[src/rtl/psl_pkg.sv]
// Shared types, register indexes and constants of the pitch-shift loop controller.
package psl_pkg;

  // Request payload: one audio sample's event flags.
  typedef struct packed {
    logic crossing_pulse;
    logic attack_pulse;
  } psl_in_t;

  // Result payload: tap delays, crossfade gains, latency, live tap and event flags.
  typedef struct packed {
    logic [31:0] first_tap_delay;
    logic [31:0] second_tap_delay;
    logic [16:0] first_gain;
    logic [16:0] second_gain;
    logic [31:0] latency;
    logic        loop_fired;
    logic        live_tap;
    logic        bailout_fired;
  } psl_out_t;

  // Configuration register indexes.
  typedef enum logic [3:0] {
    REG_PITCH_RATIO   = 4'd0,
    REG_LOWER_THRESH  = 4'd1,
    REG_UPPER_THRESH  = 4'd2,
    REG_LONG_PERIOD   = 4'd3,
    REG_SHORT_PERIOD  = 4'd4,
    REG_LOOP_FADE     = 4'd5,
    REG_ATTACK_FADE   = 4'd6,
    REG_BAILOUT_FADE  = 4'd7
  } psl_reg_e;

  localparam int unsigned CfgIdxW = 4;
  localparam int unsigned CfgDataW = 32;

  // Divider operand widths.
  localparam int unsigned DivDvdW = 49;
  localparam int unsigned DivDvsW = 32;

  localparam logic [16:0] OneQ16 = 17'h10000;
  localparam logic [15:0] RatioLo = 16'd6554;
  localparam logic [15:0] RatioHi = 16'd64880;

  // Playback times are 48-bit modular values.
  localparam int unsigned TimeW = 48;

  // True when the modular difference a - b is zero or negative.
  function automatic logic time_le0(input logic [TimeW-1:0] a, input logic [TimeW-1:0] b);
    logic [TimeW-1:0] d;
    d = a - b;
    return (d == '0) || d[TimeW-1];
  endfunction

endpackage

[src/rtl/psl_divider.sv]
// Restoring radix-2 divider, one quotient bit per cycle.
module psl_divider
  import psl_pkg::*;
(
  input  logic               clk_i,
  input  logic               rst_ni,
  input  logic               start_i,
  input  logic [DivDvdW-1:0] dividend_i,
  input  logic [DivDvsW-1:0] divisor_i,
  output logic               busy_o,
  output logic [DivDvdW-1:0] quotient_o
);

  localparam int unsigned CntW = $clog2(DivDvdW + 1);

  logic [CntW-1:0]    cnt_q, cnt_d;
  logic [DivDvdW-1:0] quo_q, quo_d;
  logic [DivDvsW-1:0] rem_q, rem_d;
  logic [DivDvsW-1:0] dvs_q, dvs_d;
  logic [DivDvsW:0]   trial;
  logic [DivDvsW:0]   diff;

  // Shift in one dividend bit and try to subtract the divisor.
  always_comb begin
    trial = {rem_q, quo_q[DivDvdW-1]};
    diff  = trial - {1'b0, dvs_q};
    cnt_d = cnt_q;
    quo_d = quo_q;
    rem_d = rem_q;
    dvs_d = dvs_q;
    if (start_i) begin
      cnt_d = CntW'(DivDvdW);
      quo_d = dividend_i;
      rem_d = '0;
      dvs_d = divisor_i;
    end else if (cnt_q != '0) begin
      cnt_d = cnt_q - 1'b1;
      if (!diff[DivDvsW]) begin
        rem_d = diff[DivDvsW-1:0];
        quo_d = {quo_q[DivDvdW-2:0], 1'b1};
      end else begin
        rem_d = trial[DivDvsW-1:0];
        quo_d = {quo_q[DivDvdW-2:0], 1'b0};
      end
    end
  end

  always_ff @(posedge clk_i or negedge rst_ni) begin
    if (!rst_ni) begin
      cnt_q <= '0;
    end else begin
      cnt_q <= cnt_d;
    end
  end

  // Hold operands and partial results.
  always_ff @(posedge clk_i) begin
    quo_q <= quo_d;
    rem_q <= rem_d;
    dvs_q <= dvs_d;
  end

  assign busy_o     = (cnt_q != '0);
  assign quotient_o = quo_q;

endmodule
[config.mk]
export PLATFORM = sky130hd
export DESIGN_NAME = psl_divider
export DESIGN_NICKNAME = d
export VERILOG_FILES = /design/src/rtl/psl_pkg.sv /design/src/rtl/psl_divider.sv
export SDC_FILE = /design/constraint.sdc
export NUM_CORES = 1
export LEC_CHECK = 0
export BUFFER_PORTS_ARGS = -buffer_cell sky130_fd_sc_hd__buf_2
export CORE_MARGIN = 2
export CORE_UTILIZATION = 45
export DETAILED_ROUTE_END_ITERATION = 10
export PLACE_DENSITY_LB_ADDON = 0.3
export SYNTH_ARGS = -nofsm -noshare
export SYNTH_HDL_FRONTEND = slang
export SYNTH_SLANG_ARGS = --single-unit
[constraint.sdc]
create_clock -name clk_i -period 6 [get_ports clk_i]
set_input_delay 0 -clock clk_i [delete_from_list [all_inputs] [get_ports clk_i]]
set_output_delay 0 -clock clk_i [all_outputs]
set_load 0.05 [all_outputs]
# After elaboration in Yosys (flattened, before gate mapping)
# Cells that the tools add are included.
# W data, S select, Z words.
# word_totals
regBits,119
inputBits,84
out_inout_bits,50
elab_cells,14
# classes
mux,6
n_addsub,2
n_reduce_logical,2
# ops
operator,count
$mux W49,2
$sub A33 B32 Y33,1
$mux W32,1
$mux W6,2
$reduce_bool A6 Y1,1
$sub A6 B1 Y6 const B,1
$reduce_bool A2 Y1,1
$mux W1,1

# Depth between registers and ports, before layout
# Gate-level depths: netlist of the first run.
# logic_depth
ltp_word,4
ltp_mapped,12

# Worst setup path before layout of the first run
# Ideal clock, no wire load.
# synth_path
path_type,flip-flop to flip-flop
startpoint,register quo_q[48] (netlist: quotient_o[48])
endpoint,register rem_q[28]
setup_slack_ns,2.864
required_ns,5.912
stages_incl_launch_ff,13
arrival_time_ns,3.048
period_less_slack_ns,3.136
cell_sequence,edfxtp_1 inv_1 ha_1 fa_1 nand2b_1 a21oi_1 o21ai_1 a211o_1 and3_4 o21ai_4 buf_6 nand3_2 a311oi_2
# synth_via
elab_chain_cells,2
# synth_lines
item,line,source
start: declaration,psl_divider.sv:17,"logic [DivDvdW-1:0] quo_q, quo_d;"
start signal: assignment,psl_divider.sv:58,quo_q <= quo_d;
$sub A33 B32 Y33,psl_divider.sv:26,"diff = trial - {1'b0, dvs_q};"
$mux W32,psl_divider.sv:38,if (!diff[DivDvsW]) begin
end signal: assignment,psl_divider.sv:59,rem_q <= rem_d;
end: declaration,psl_divider.sv:18,"logic [DivDvsW-1:0] rem_q, rem_d;"
# No other way between the ends.
# A chain may end at the register's enable or synchronous reset.

# Worst setup path after layout of the first run
# layout_path
startpoint,register quo_q[48] (netlist: quotient_o[48])
endpoint,register rem_q[10]
# Same word-level chain as after synthesis.

==> metrics.md, run 1 <==
| Metric | Value |
|---|---|
| IO Port Bufs | `~130` |
| Die ar. | `roughly 17000 um^2` |
| Clk network pwr share | `43.4%` |
| Die width | `129.2 um` |
| CTS Buffer Depth | `2` |
| CP Class | `flip-flop to flip-flop` |
| Fmax | `250.3 MHz` |
| Number of buffers created by CTS | `17` |
| Post-place setup slack | `approximately 2.1 ns` |
| Setup TNS | `0 ns` |
| Total I/O pin count | `134` |
| Initial antenna violation count | `0` |
| Final wirelength | `18080 um` |
| Min Tclk post-route | `3.995 ns` |
| Row cnt | `45` |
| Number of remaining DRC errors | `0` |
| Crit. End Element | `flip-flop` |
| Post-synthesis cell area | `7058 um^2` |
| CP peak stage delay | `roughly 0.83 ns` |
| Sw power | `0.7310 mW` |
| Synth Warn # | `0` |
| Final period util | `66.59%` |
| HPWL after DPL | `11570 um` |
| Top cells by area, synth | `edfxtp_1 34%, dfxtp_1 9.1%, mux2_2 8.1%, ha_1 5.9%, nor2_1 3.2%` |
| Max Cap Viol | `0` |
| Post-synth EDFFs | `81` |
| Root buffer cell | `clkbuf_16` |
| Status | `finished, final reports clean` |
| CP Launch Type | `flip-flop` |
| Worst EP required | `6.31 ns` |
| Die Y | `129.2 um` |
| Final setup viols | `0` |
| Crit path arrival time | `4.30 ns` |
| Number of global-route vias before repair | `6284` |
| Leakage power | `4.054 nW` |
| Share of post-route cells with drive strength above 1 | `around 29%` |
| Dpl cells | `slightly below 1000` |
| Slowest-stage cell, CP | `nor3_4` |
| Pwr per Cell Area | `266.3 nW/um^2` |
| DR WL/cell | `16.57 um` |
| Final ANT Viol Nets | `0` |
| Hold Path Class | `input pin to flip-flop` |
| Post-synth cell types | `between 60 and 70` |
| Total congestion overflow | `0` |
| Flops & latches, synth | `approximately 120` |
| Sequential power share | `roughly two fifths` |
| Routability Congestion | `about 0.90` |
| VDD IR-drop max | `approximately 0.00021 V` |
| First-pass detailed-route iteration total | `5` |
| Clk slew on worst S/H paths | `0.06 ns` |
| Gr usage total | `between 20% and 30%` |
| Worst slew pin tran | `1.194 ns` |
| Crit path cell chain | `inv_1, ha_1, fa_1, nand2b_1, a21oi_1, o21ai_1, a211o_1, and3_4, nor3_4, nor2_1, o311a_1` |
| Net count, final | `984` |
| Overall Power | `around 2.5 mW` |
| Largest net degree at the start of global routing | `82` |
| RSZ-0062 raised after global routing | `false` |
| Core ar. | `15260 um^2` |
| Worst skew pair latency | `0.42 ns` |
| Initial core utilization | `46.26%` |
| Via count of the routed design | `6054` |
| Asr flop ratio synth | `5.042%` |
| First-pass GRT wire length | `slightly below 30000 um` |
| Worst Skew | `0.009890 ns` |
| CTS tree | `done` |
| Cell taking the most area after synthesis | `edfxtp_1` |
| CTS Hold Bufs | `83` |
| Final Hold Violating Endpoints | `0` |
| # clock sinks | `119` |
| Critical path's top delay family | `simple AND/OR/NAND/NOR gates` |
| Worst Path Max Fanout | `25` |
| Post-CTS resize count | `0` |
| Max Slew Vio Count | `0` |
| Vias/cell | `5.549` |
| Setup WS post-layout | `about 2.0 ns` |
| Sw Share | `29.48%` |
| Post-synth top flop | `edfxtp_1` |
| Cells after synthesis | `between 600 and 700` |
| Layout Cells excl Fill | `1091` |
| Syn_area_per_cell | `10.68 um^2` |
| Buf/Inv on CP | `1` |
| Gate power share | `17.3%` |
| Post-CTS setup buffers | `0` |
| Syn nets | `779` |
| Seq/Total Area, Yosys | `approximately 46%` |
| Iteration-0 DRC Markers | `428` |
| Cell-internal power | `1.749 mW` |
| H-Tree Depth | `4` |
| Slew HR | `20.39%` |
| Synth top area share | `34.46%` |
| Synthesis-to-layout area growth | `31.94%` |
cell type report:
class,count,area (um^2)
Antenna cell,1,2.502
Sequential cell,119,3223
Multi-Input combinational cell,465,3508
Inverter,44,165.2
Fill cell,1211,5946
Timing Repair Buffer,219,1521
Tap cell,211,264.0
Clock inverter,15,202.7
Clock buffer,17,425.4
metal layers:
metal | part of all wire, % | GRT usage (%) | up-vias
met1 | 42 | 26.02 | 2905
met4 | 2.7 | 8.887 | 0
met2 | 51 | 38.67 | 187
met5 | 0 | 0 | -
met3 | 4.2 | 5.078 | 40
li1 | - | - | 2922
kinds of logic after synthesis:
family / count (synthesis) / share of synthesized area (%)
AOI/OAI and AO/OA: 175 / 18.60
xor gates and xnor gates: 20 / 2.482
adders and majority gates: 34 / 6.134
buffers and inverters: 77 / 4.751
DFF: 119 / 45.67
muxes: 53 / 8.420
and+or+nand+nor: 183 / 13.95
flip-flops by register name, summed over array words and instances (netlist names):
register	cells
cnt_q	6
dvs_q	32
quotient_o	49
rem_q	32
cells in the mapped netlist, drive strengths merged (3+ instances only):
cell      n
a211o     4
clkbuf   17
o21a      7
nand3    23
or3       6
and3      8
a21oi    30
dfxtp    32
o21ai    42
a21o     18
inv      44
mux2     51
nand2b    9
edfxtp   81
nor2b     7
nand4    12
o311ai    5
nor2     60
buf      16
xor2      3
xnor2    17
dfrtp     6
o31ai     3
nand2    30
ha       33
o311a     8
o211ai    5
nor4      5
o21bai    5
a211oi   13
a311oi   21
nor4b     4
nor3     13
a2111oi   3
cell usage in the layout, fill, tap and decap left out, drive strengths merged, types with 5 or more instances in the layout:
| master | instances |
|---|---|
| buf | 136 |
| dlygate4sd3 | 83 |
| edfxtp | 81 |
| nor2 | 60 |
| inv | 54 |
| mux2 | 51 |
| o21ai | 42 |
| ha | 33 |
| dfxtp | 32 |
| nand2 | 30 |
| a21oi | 30 |
| nand3 | 23 |
| a311oi | 21 |
| a21o | 18 |
| xnor2 | 17 |
| clkbuf | 17 |
| a211oi | 13 |
| nor3 | 13 |
| nand4 | 12 |
| nand2b | 9 |
| o311a | 8 |
| and3 | 8 |
| o21a | 7 |
| nor2b | 7 |
| or3 | 6 |
| dfrtp | 6 |
| o21bai | 5 |
| o211ai | 5 |
| nor4 | 5 |
| o311ai | 5 |
power groups by stage:
stage          Clock [mW]  Sequential [mW]  Combinational [mW]
2_1_floorplan           0             1.10               0.163
3_3_place_gp            0            0.985               0.372
3_5_place_dp            0            0.988               0.381
4_1_cts              1.10            0.972               0.424
5_1_grt              1.13            0.980               0.460
6_report             1.08            0.973               0.430
through the flow:
stage | hold slack (ns) | utilization [%] | instance area [um^2]
detailed placement | -0.1699 | 51.46 | 7851
finish | 0.06623 | 61.03 | 9313
global route | 0.08277 | 61.02 | 9310
CTS | 0.03901 | 61.02 | 9310
global placement | -0.1743 | 51.46 | 7851
floorplan | -0.2956 | - | 7058
final timing paths:
check,slack (ns),endpoint,startpoint,cells after the start
max in group asynchronous,5.26,cnt_q[3],rst_ni,3
worst max register to register,2.00,rem_q[10],quotient_o[48],11
worst min register to register,0.53,cnt_q[2],cnt_q[2],2
min in group asynchronous,0.52,cnt_q[1],rst_ni,3
worst max-delay path,2.00,rem_q[10],quotient_o[48],11
worst min-delay path,0.07,cnt_q[2],start_i,2
(Power assumes the default switching activity.)
==> run 2, diff against run 1 <==
Clock period 6 ns to 3.6 ns, I/O delays scaled along.
==> run 2 against run 1 <==
  * Die area did not move
  * Sequential share of layout area fell by 0.083 points
  * Clock skew rose by 0.0028 ns
  * Global-route usage fell by 0.51 points
  * Critical path type unchanged
  * Largest cell class unchanged
  * Highest routed layer unchanged
==> metrics.md, run 2 (synthesized netlist as in run 1, its figures left out) <==
| Metric | Value |
|---|---|
| Status | `finished, final reports clean (unchanged)` |
| Worst skew pair latency | `0.42 ns (about the same)` |
| Initial core utilization | `46.26% (unchanged)` |
| Worst Setup EP | `rem_q[4] (was rem_q[10])` |
| Final wirelength | `17820 um (was 18080 um)` |
| Die ar. | `16700 um^2 (unchanged)` |
| Number of global-route vias before repair | `5916 (was 6284)` |
| Number of remaining DRC errors | `0 (unchanged)` |
| Hold Path Class | `input pin to flip-flop (unchanged)` |
| Clk network pwr share | `41.4% (was 43.4%)` |
| Worst EP required | `3.92 ns (was 6.31 ns)` |
| Crit path cell chain | `inv_1, ha_1, fa_1, nand2b_1, a21oi_1, o21ai_1, a211o_1, and3_4, o21ai_4, buf_12, nand3_1, a311oi_1 (was inv_1, ha_1, fa_1, nand2b_1, a21oi_1, o21ai_1, a211o_1, and3_4, nor3_4, nor2_1, o311a_1)` |
| Placed Area | `7936 um^2 (was 7851 um^2)` |
| Cell-internal power | `2.769 mW (was 1.749 mW)` |
| Slowest-stage cell, CP | `fa_1 (was nor3_4)` |
| Sw Share | `30.61% (was 29.48%)` |
| DR WL/cell | `16.23 um (was 16.57 um)` |
| Vias/cell | `5.459 (was 5.549)` |
| Hold wc startpoint | `start_i (unchanged)` |
| Core ar. | `15260 um^2 (unchanged)` |
| Leakage power | `4.065 nW (was 4.054 nW)` |
| Final ANT Viol Nets | `0 (unchanged)` |
| Final setup viols | `0 (unchanged)` |
| Reg2reg start | `quotient_o[48] (unchanged)` |
| Synthesis-to-layout area growth | `32.26% (was 31.94%)` |
| Most common cell after layout, fill and taps aside | `buf_2 (unchanged)` |
| Root buffer cell | `clkbuf_16 (unchanged)` |
| IO Port Bufs | `133 (unchanged)` |
| VDD IR-drop max | `0.0003799 V (was 0.0002119 V)` |
| CP Class | `flip-flop to flip-flop (unchanged)` |
| Total I/O pin count | `134 (unchanged)` |
| Clk slew on worst S/H paths | `0.06 ns (about the same)` |
| Max Cap Viol | `0 (unchanged)` |
| Net count, final | `992 (was 984)` |
| Area of the multi-input gates | `3508 um^2 (unchanged)` |
| Routability Congestion | `0.8491 (was 0.9004)` |
| Fin area | `9335 um^2 (was 9313 um^2)` |
| Fmax | `298.0 MHz (was 250.3 MHz)` |
| Pwr per Cell Area | `427.4 nW/um^2 (was 266.3 nW/um^2)` |
| Share of post-route cells with drive strength above 1 | `29.99% (was 29.35%)` |
| Gr usage total | `21.50% (was 22.01%)` |
| Reg2Reg Depth | `12 (was 11)` |
| Iteration-0 DRC Markers | `463 (was 428)` |
| Post-CTS resize count | `0 (unchanged)` |
| RSZ-0062 raised after global routing | `false (unchanged)` |
| Crit path arrival time | `3.68 ns (was 4.30 ns)` |
| Setup TNS | `0 ns (unchanged)` |
| Sw power | `1.221 mW (was 0.7310 mW)` |
| Row cnt | `45 (unchanged)` |
| HPWL after DPL | `11510 um (was 11570 um)` |
| CP Launch Type | `flip-flop (unchanged)` |
| Slew HR | `20.75% (was 20.39%)` |
| Worst Path Max Fanout | `20 (was 25)` |
| Max Slew Vio Count | `0 (unchanged)` |
| # clock sinks | `119 (unchanged)` |
| CP peak stage delay | `0.41 ns (was 0.83 ns)` |
| Most frequent cells in the layout | `132 x buf_2, 83 x dlygate4sd3_1, 81 x edfxtp_1, 60 x nor2_1, 51 x mux2_2 (unchanged)` |
| Die width | `129.2 um (unchanged)` |
| Final Hold Violating Endpoints | `0 (unchanged)` |
| CTS Buffer Depth | `2 (unchanged)` |
| Total congestion overflow | `0 (unchanged)` |
| Max reg flops | `49 (unchanged)` |
| Setup slack, reg-to-reg | `0.24 ns (was 2.00 ns)` |
| First-pass detailed-route iteration total | `5 (unchanged)` |
| CTS tree | `done (unchanged)` |
| CTS Hold Bufs | `83 (unchanged)` |
| Min Tclk post-route | `3.356 ns (was 3.995 ns)` |
| Crit. End Element | `flip-flop (unchanged)` |
| Flip-flop and latch area | `3223 um^2 (unchanged)` |
| Die Y | `129.2 um (unchanged)` |
| Gate power share | `18.0% (was 17.3%)` |
| Via count of the routed design | `5994 (was 6054)` |
| First-pass GRT wire length | `28580 um (was 29470 um)` |
| Crit path launch | `quotient_o[48] (unchanged)` |
| Post-CTS setup buffers | `0 (unchanged)` |
| Worst slew pin tran | `1.189 ns (was 1.194 ns)` |
| R2R Path End | `rem_q[4] (was rem_q[10])` |
| Worst Skew | `0.01270 ns (was 0.009890 ns)` |
| Largest net degree at the start of global routing | `124 (was 82)` |
| Number of buffers created by CTS | `17 (unchanged)` |
| Final period util | `93.22% (was 66.59%)` |
| Initial antenna violation count | `0 (unchanged)` |
| Antenna diode count | `0 (was 1)` |
| H-Tree Depth | `4 (unchanged)` |
| Sequential power share | `40.6% (was 39.2%)` |
| # fillers | `1200 (was 1211)` |
## run 2: per-stage QoR
stage	power (mW)	cells	util, %	setup WS [ns]	hold WS (ns)
floorplan	2.112	661	-	0.4641	-0.2956
global placement	2.266	983	52.01	0.4937	-0.1708
detailed placement	2.281	983	52.01	0.2531	-0.1662
CTS	4.006	1098	61.18	0.2311	0.2098
global route	4.138	1098	61.18	0.06838	0.2485
finish	3.990	1098	61.18	0.2442	0.2328
## run 2: power by group through the flow
stage	combinational [mW]	clock [mW]	sequential, mW
floorplan	0.271	0	1.84
global route	0.765	1.74	1.63
finish	0.718	1.65	1.62
detailed placement	0.636	0	1.65
global placement	0.624	0	1.64
CTS	0.708	1.68	1.62
## run 2: how the worst min path moves through the flow
| stage | endpoint | slack (ns) | cells past startpoint |
|---|---|---|---|
| 3_3_place_gp | cnt_q[5] | -0.17 | 1 |
| 6_report | cnt_q[3] | 0.23 | 3 |
| 3_5_place_dp | cnt_q[5] | -0.17 | 1 |
| 5_1_grt | dvs_q[4] | 0.25 | 2 |
| 2_1_floorplan | cnt_q[0] | -0.30 | 0 |
| 4_1_cts | cnt_q[3] | 0.21 | 3 |
## run 2: layout make-up
class / instances / share of cell area, %
multi-input combinational: 465 / 37.58
sequential: 119 / 34.53
timing repair buffer: 227 / 17.21
clock buffer: 17 / 4.557
tap: 211 / 2.828
inverter: 44 / 1.769
clock inverter: 15 / 1.528
## run 2: per-layer routing
layer,part of all wire [%],wire [um],GRT usage [%]
met1,44,7785,26.90
met2,51,8998,37.55
met4,1.2,212,5.115
met5,0,0,0
met3,4.6,819,5.244
## run 2: worst max-delay path, delay by kind of cell (launching register included)
family,cells,cell delay [ns]
AOI/OAI and AO/OA,5,1.47
adders and majority gates,2,0.63
buffers and inverters,2,0.27
DFF,1,0.36
and+or+nand+nor,3,0.51
==> run 3, diff against run 2 <==
Settings changed: REMOVE_ABC_BUFFERS from default to 1.
==> run 3 against run 2 <==
  * Sequential share of layout area up 0.097 points
  * Die area unchanged
  * Flip-flop and latch count unchanged
  * Non-clock buffer count stayed put
  * Clock-buffer cell count is 1 higher
  * First-iteration DRC count down 12%
  * Sequential power hardly changed
  * Maximum frequency up 4.6%
  * Highest routed layer unchanged
==> metrics.md, run 3 (synthesized netlist as in run 1, its figures left out) <==
| Metric | Value |
|---|---|
| Number of buffers created by CTS | `17 (unchanged)` |
| R2R Path End | `rem_q[4] (unchanged)` |
| Routability Congestion | `0.8612 (was 0.8491)` |
| Final period util | `89.11% (was 93.22%)` |
| Antenna diode count | `0 (unchanged)` |
| Net count, final | `992 (unchanged)` |
| Pwr per Cell Area | `427.5 nW/um^2 (was 427.4 nW/um^2)` |
| Crit path cell chain | `inv_1, ha_1, fa_1, nand2b_1, a21oi_1, o21ai_1, a211o_1, nand3_2, a21oi_2, buf_4, o21ai_1, a311oi_1 (was inv_1, ha_1, fa_1, nand2b_1, a21oi_1, o21ai_1, a211o_1, and3_4, o21ai_4, buf_12, nand3_1, a311oi_1)` |
| Reg2reg start | `quotient_o[48] (unchanged)` |
| Core ar. | `15260 um^2 (unchanged)` |
| Worst Skew | `0.01296 ns (was 0.01270 ns)` |
| HPWL after DPL | `11490 um (was 11510 um)` |
| Die Y | `129.2 um (unchanged)` |
| First-pass detailed-route iteration total | `5 (unchanged)` |
| Reg2Reg Depth | `12 (unchanged)` |
| Leakage power | `4.061 nW (was 4.065 nW)` |
| Post-CTS setup buffers | `0 (unchanged)` |
| Final setup viols | `0 (unchanged)` |
| Die width | `129.2 um (unchanged)` |
| First-pass GRT wire length | `31340 um (was 28580 um)` |
| Critical path's top delay family | `compound AO/OA/AOI/OAI gates (unchanged)` |
| CP most frequent cell | `o21ai_1` |
| Max Cap Viol | `0 (unchanged)` |
| DR WL/cell | `17.28 um (was 16.23 um)` |
| Buf/Inv on CP | `2 (unchanged)` |
| Most common cell after layout, fill and taps aside | `buf_2 (unchanged)` |
| H-Tree Depth | `4 (unchanged)` |
| Fin util | `61.01% (was 61.18%)` |
| Initial core utilization | `46.26% (unchanged)` |
| RSZ-0062 raised after global routing | `false (unchanged)` |
| Largest net degree at the start of global routing | `124 (unchanged)` |
| Gr usage total | `23.90% (was 21.50%)` |
| Setup WS post-layout | `0.3922 ns (was 0.2442 ns)` |
| Post-place setup slack | `0.4700 ns (was 0.2531 ns)` |
| Min Tclk post-route | `3.208 ns (was 3.356 ns)` |
| Status | `finished, final reports clean (unchanged)` |
| CP Class | `flip-flop to flip-flop (unchanged)` |
| Final wirelength | `18980 um (was 17820 um)` |
| Fmax | `311.7 MHz (was 298.0 MHz)` |
| CP Launch Type | `flip-flop (unchanged)` |
| Clk slew on worst S/H paths | `0.06 ns (about the same)` |
| Row cnt | `45 (unchanged)` |
| Max Slew Vio Count | `0 (unchanged)` |
| Crit. End Element | `flip-flop (unchanged)` |
| Total congestion overflow | `0 (unchanged)` |
| Root buffer cell | `clkbuf_16 (unchanged)` |
| Via count of the routed design | `6126 (was 5994)` |
| CTS tree | `done (unchanged)` |
| CTS Buffer Depth | `2 (unchanged)` |
| Crit path arrival time | `3.54 ns (was 3.68 ns)` |
| Hold Crit Endpoint | `dvs_q[31] (was cnt_q[3])` |
| Most frequent cells in the layout | `132 x buf_2, 83 x dlygate4sd3_1, 81 x edfxtp_1, 60 x nor2_1, 51 x mux2_2 (unchanged)` |
| Max reg flops | `49 (unchanged)` |
| Synthesis-to-layout area growth | `31.89% (was 32.26%)` |
| Final Hold Violating Endpoints | `0 (unchanged)` |
| Die ar. | `16700 um^2 (unchanged)` |
| Slew HR | `20.24% (was 20.75%)` |
| Worst skew pair latency | `0.44 ns (was 0.42 ns)` |
| Final ANT Viol Nets | `0 (unchanged)` |
| Worst Path Max Fanout | `16 (was 20)` |
| Worst slew pin tran | `1.196 ns (was 1.189 ns)` |
| Vias/cell | `5.579 (was 5.459)` |
| IO Port Bufs | `133 (unchanged)` |
| Worst EP required | `3.93 ns (was 3.92 ns)` |
| CP peak stage delay | `0.50 ns (was 0.41 ns)` |
| Hold wc startpoint | `start_i (unchanged)` |
| Hold Path Class | `input pin to flip-flop (unchanged)` |
| Hold Path Depth | `2 (was 3)` |
| VDD IR-drop max | `0.0003884 V (was 0.0003799 V)` |
| Number of global-route vias before repair | `6376 (was 5916)` |
| Total I/O pin count | `134 (unchanged)` |
| # clock sinks | `119 (unchanged)` |
| Share of post-route cells with drive strength above 1 | `29.65% (was 29.99%)` |
| Number of remaining DRC errors | `0 (unchanged)` |
| Slowest-stage cell, CP | `a21oi_2 (was fa_1)` |
| Setup slack, reg-to-reg | `0.39 ns (was 0.24 ns)` |
| Iteration-0 DRC Markers | `409 (was 463)` |
| Initial antenna violation count | `0 (unchanged)` |
## run 3: cell types whose count changed in the layout (fill, tap and decap cells not counted), moves of 2 or more
cell | previous run | this run
clkinv_4 | 0 | 4
inv_8 | 6 | 0
clkinv_1 | 0 | 2
inv_6 | 6 | 4
clkinv_2 | 0 | 2
clkinvlp_4 | 3 | 1
## run 3: worst max path at each step
stage	slack (ns)	cells past startpoint	startpoint	endpoint
3_3_place_gp	0.56	12	quotient_o[48]	rem_q[0]
3_5_place_dp	0.47	12	quotient_o[48]	rem_q[5]
4_1_cts	0.44	12	quotient_o[48]	rem_q[5]
6_report	0.39	12	quotient_o[48]	rem_q[4]
5_1_grt	0.12	12	quotient_o[48]	rem_q[5]
2_1_floorplan	-0.72	5	cnt_q[0]	quotient_o[0]
## run 3: metal layers
layer / part of all wire [%] / global-route usage, %
met2: 48 / 39.44
met5: 0 / 0
met1: 44 / 29.82
met3: 6.4 / 6.730
met4: 2.2 / 9.271
## run 3: final cells by class
class	count	area (um^2)
repair buffers	227	1594
fillers	1221	5949
flip-flops and latches	119	3223
multi-input cells	465	3508
well taps	211	264.0
clock buffers	18	429.2
inverters	44	165.2
clock inverters	14	125.1
## run 3: report_power, final
group	total (mW)	internal, mW	switching, mW
combinational	0.720	0.278	0.442
clock	1.63	0.951	0.680
sequential	1.63	1.57	0.0551
## run 3: through the flow
| stage | hold WS, ns | total power [mW] | area (um^2) | TNS (ns) | cells |
|---|---|---|---|---|---|
| 6_report | 0.1816 | 3.979 | 9309 | 0 | 1098 |
| 5_1_grt | 0.2580 | 4.112 | 9309 | 0 | 1098 |
| 4_1_cts | 0.2252 | 3.970 | 9309 | 0 | 1098 |
| 3_5_place_dp | -0.1689 | 2.282 | 7924 | 0 | 983 |
| 3_3_place_gp | -0.1746 | 2.268 | 7924 | 0 | 983 |
| 2_1_floorplan | -0.2956 | 2.093 | 6888 | -41.54 | 628 |
## run 3: timing repair
action | in CTS | in global routing
hold buffers | 83 | 0
endpoints found under the hold margin | 87 | 0
resized for setup | 0 | 0
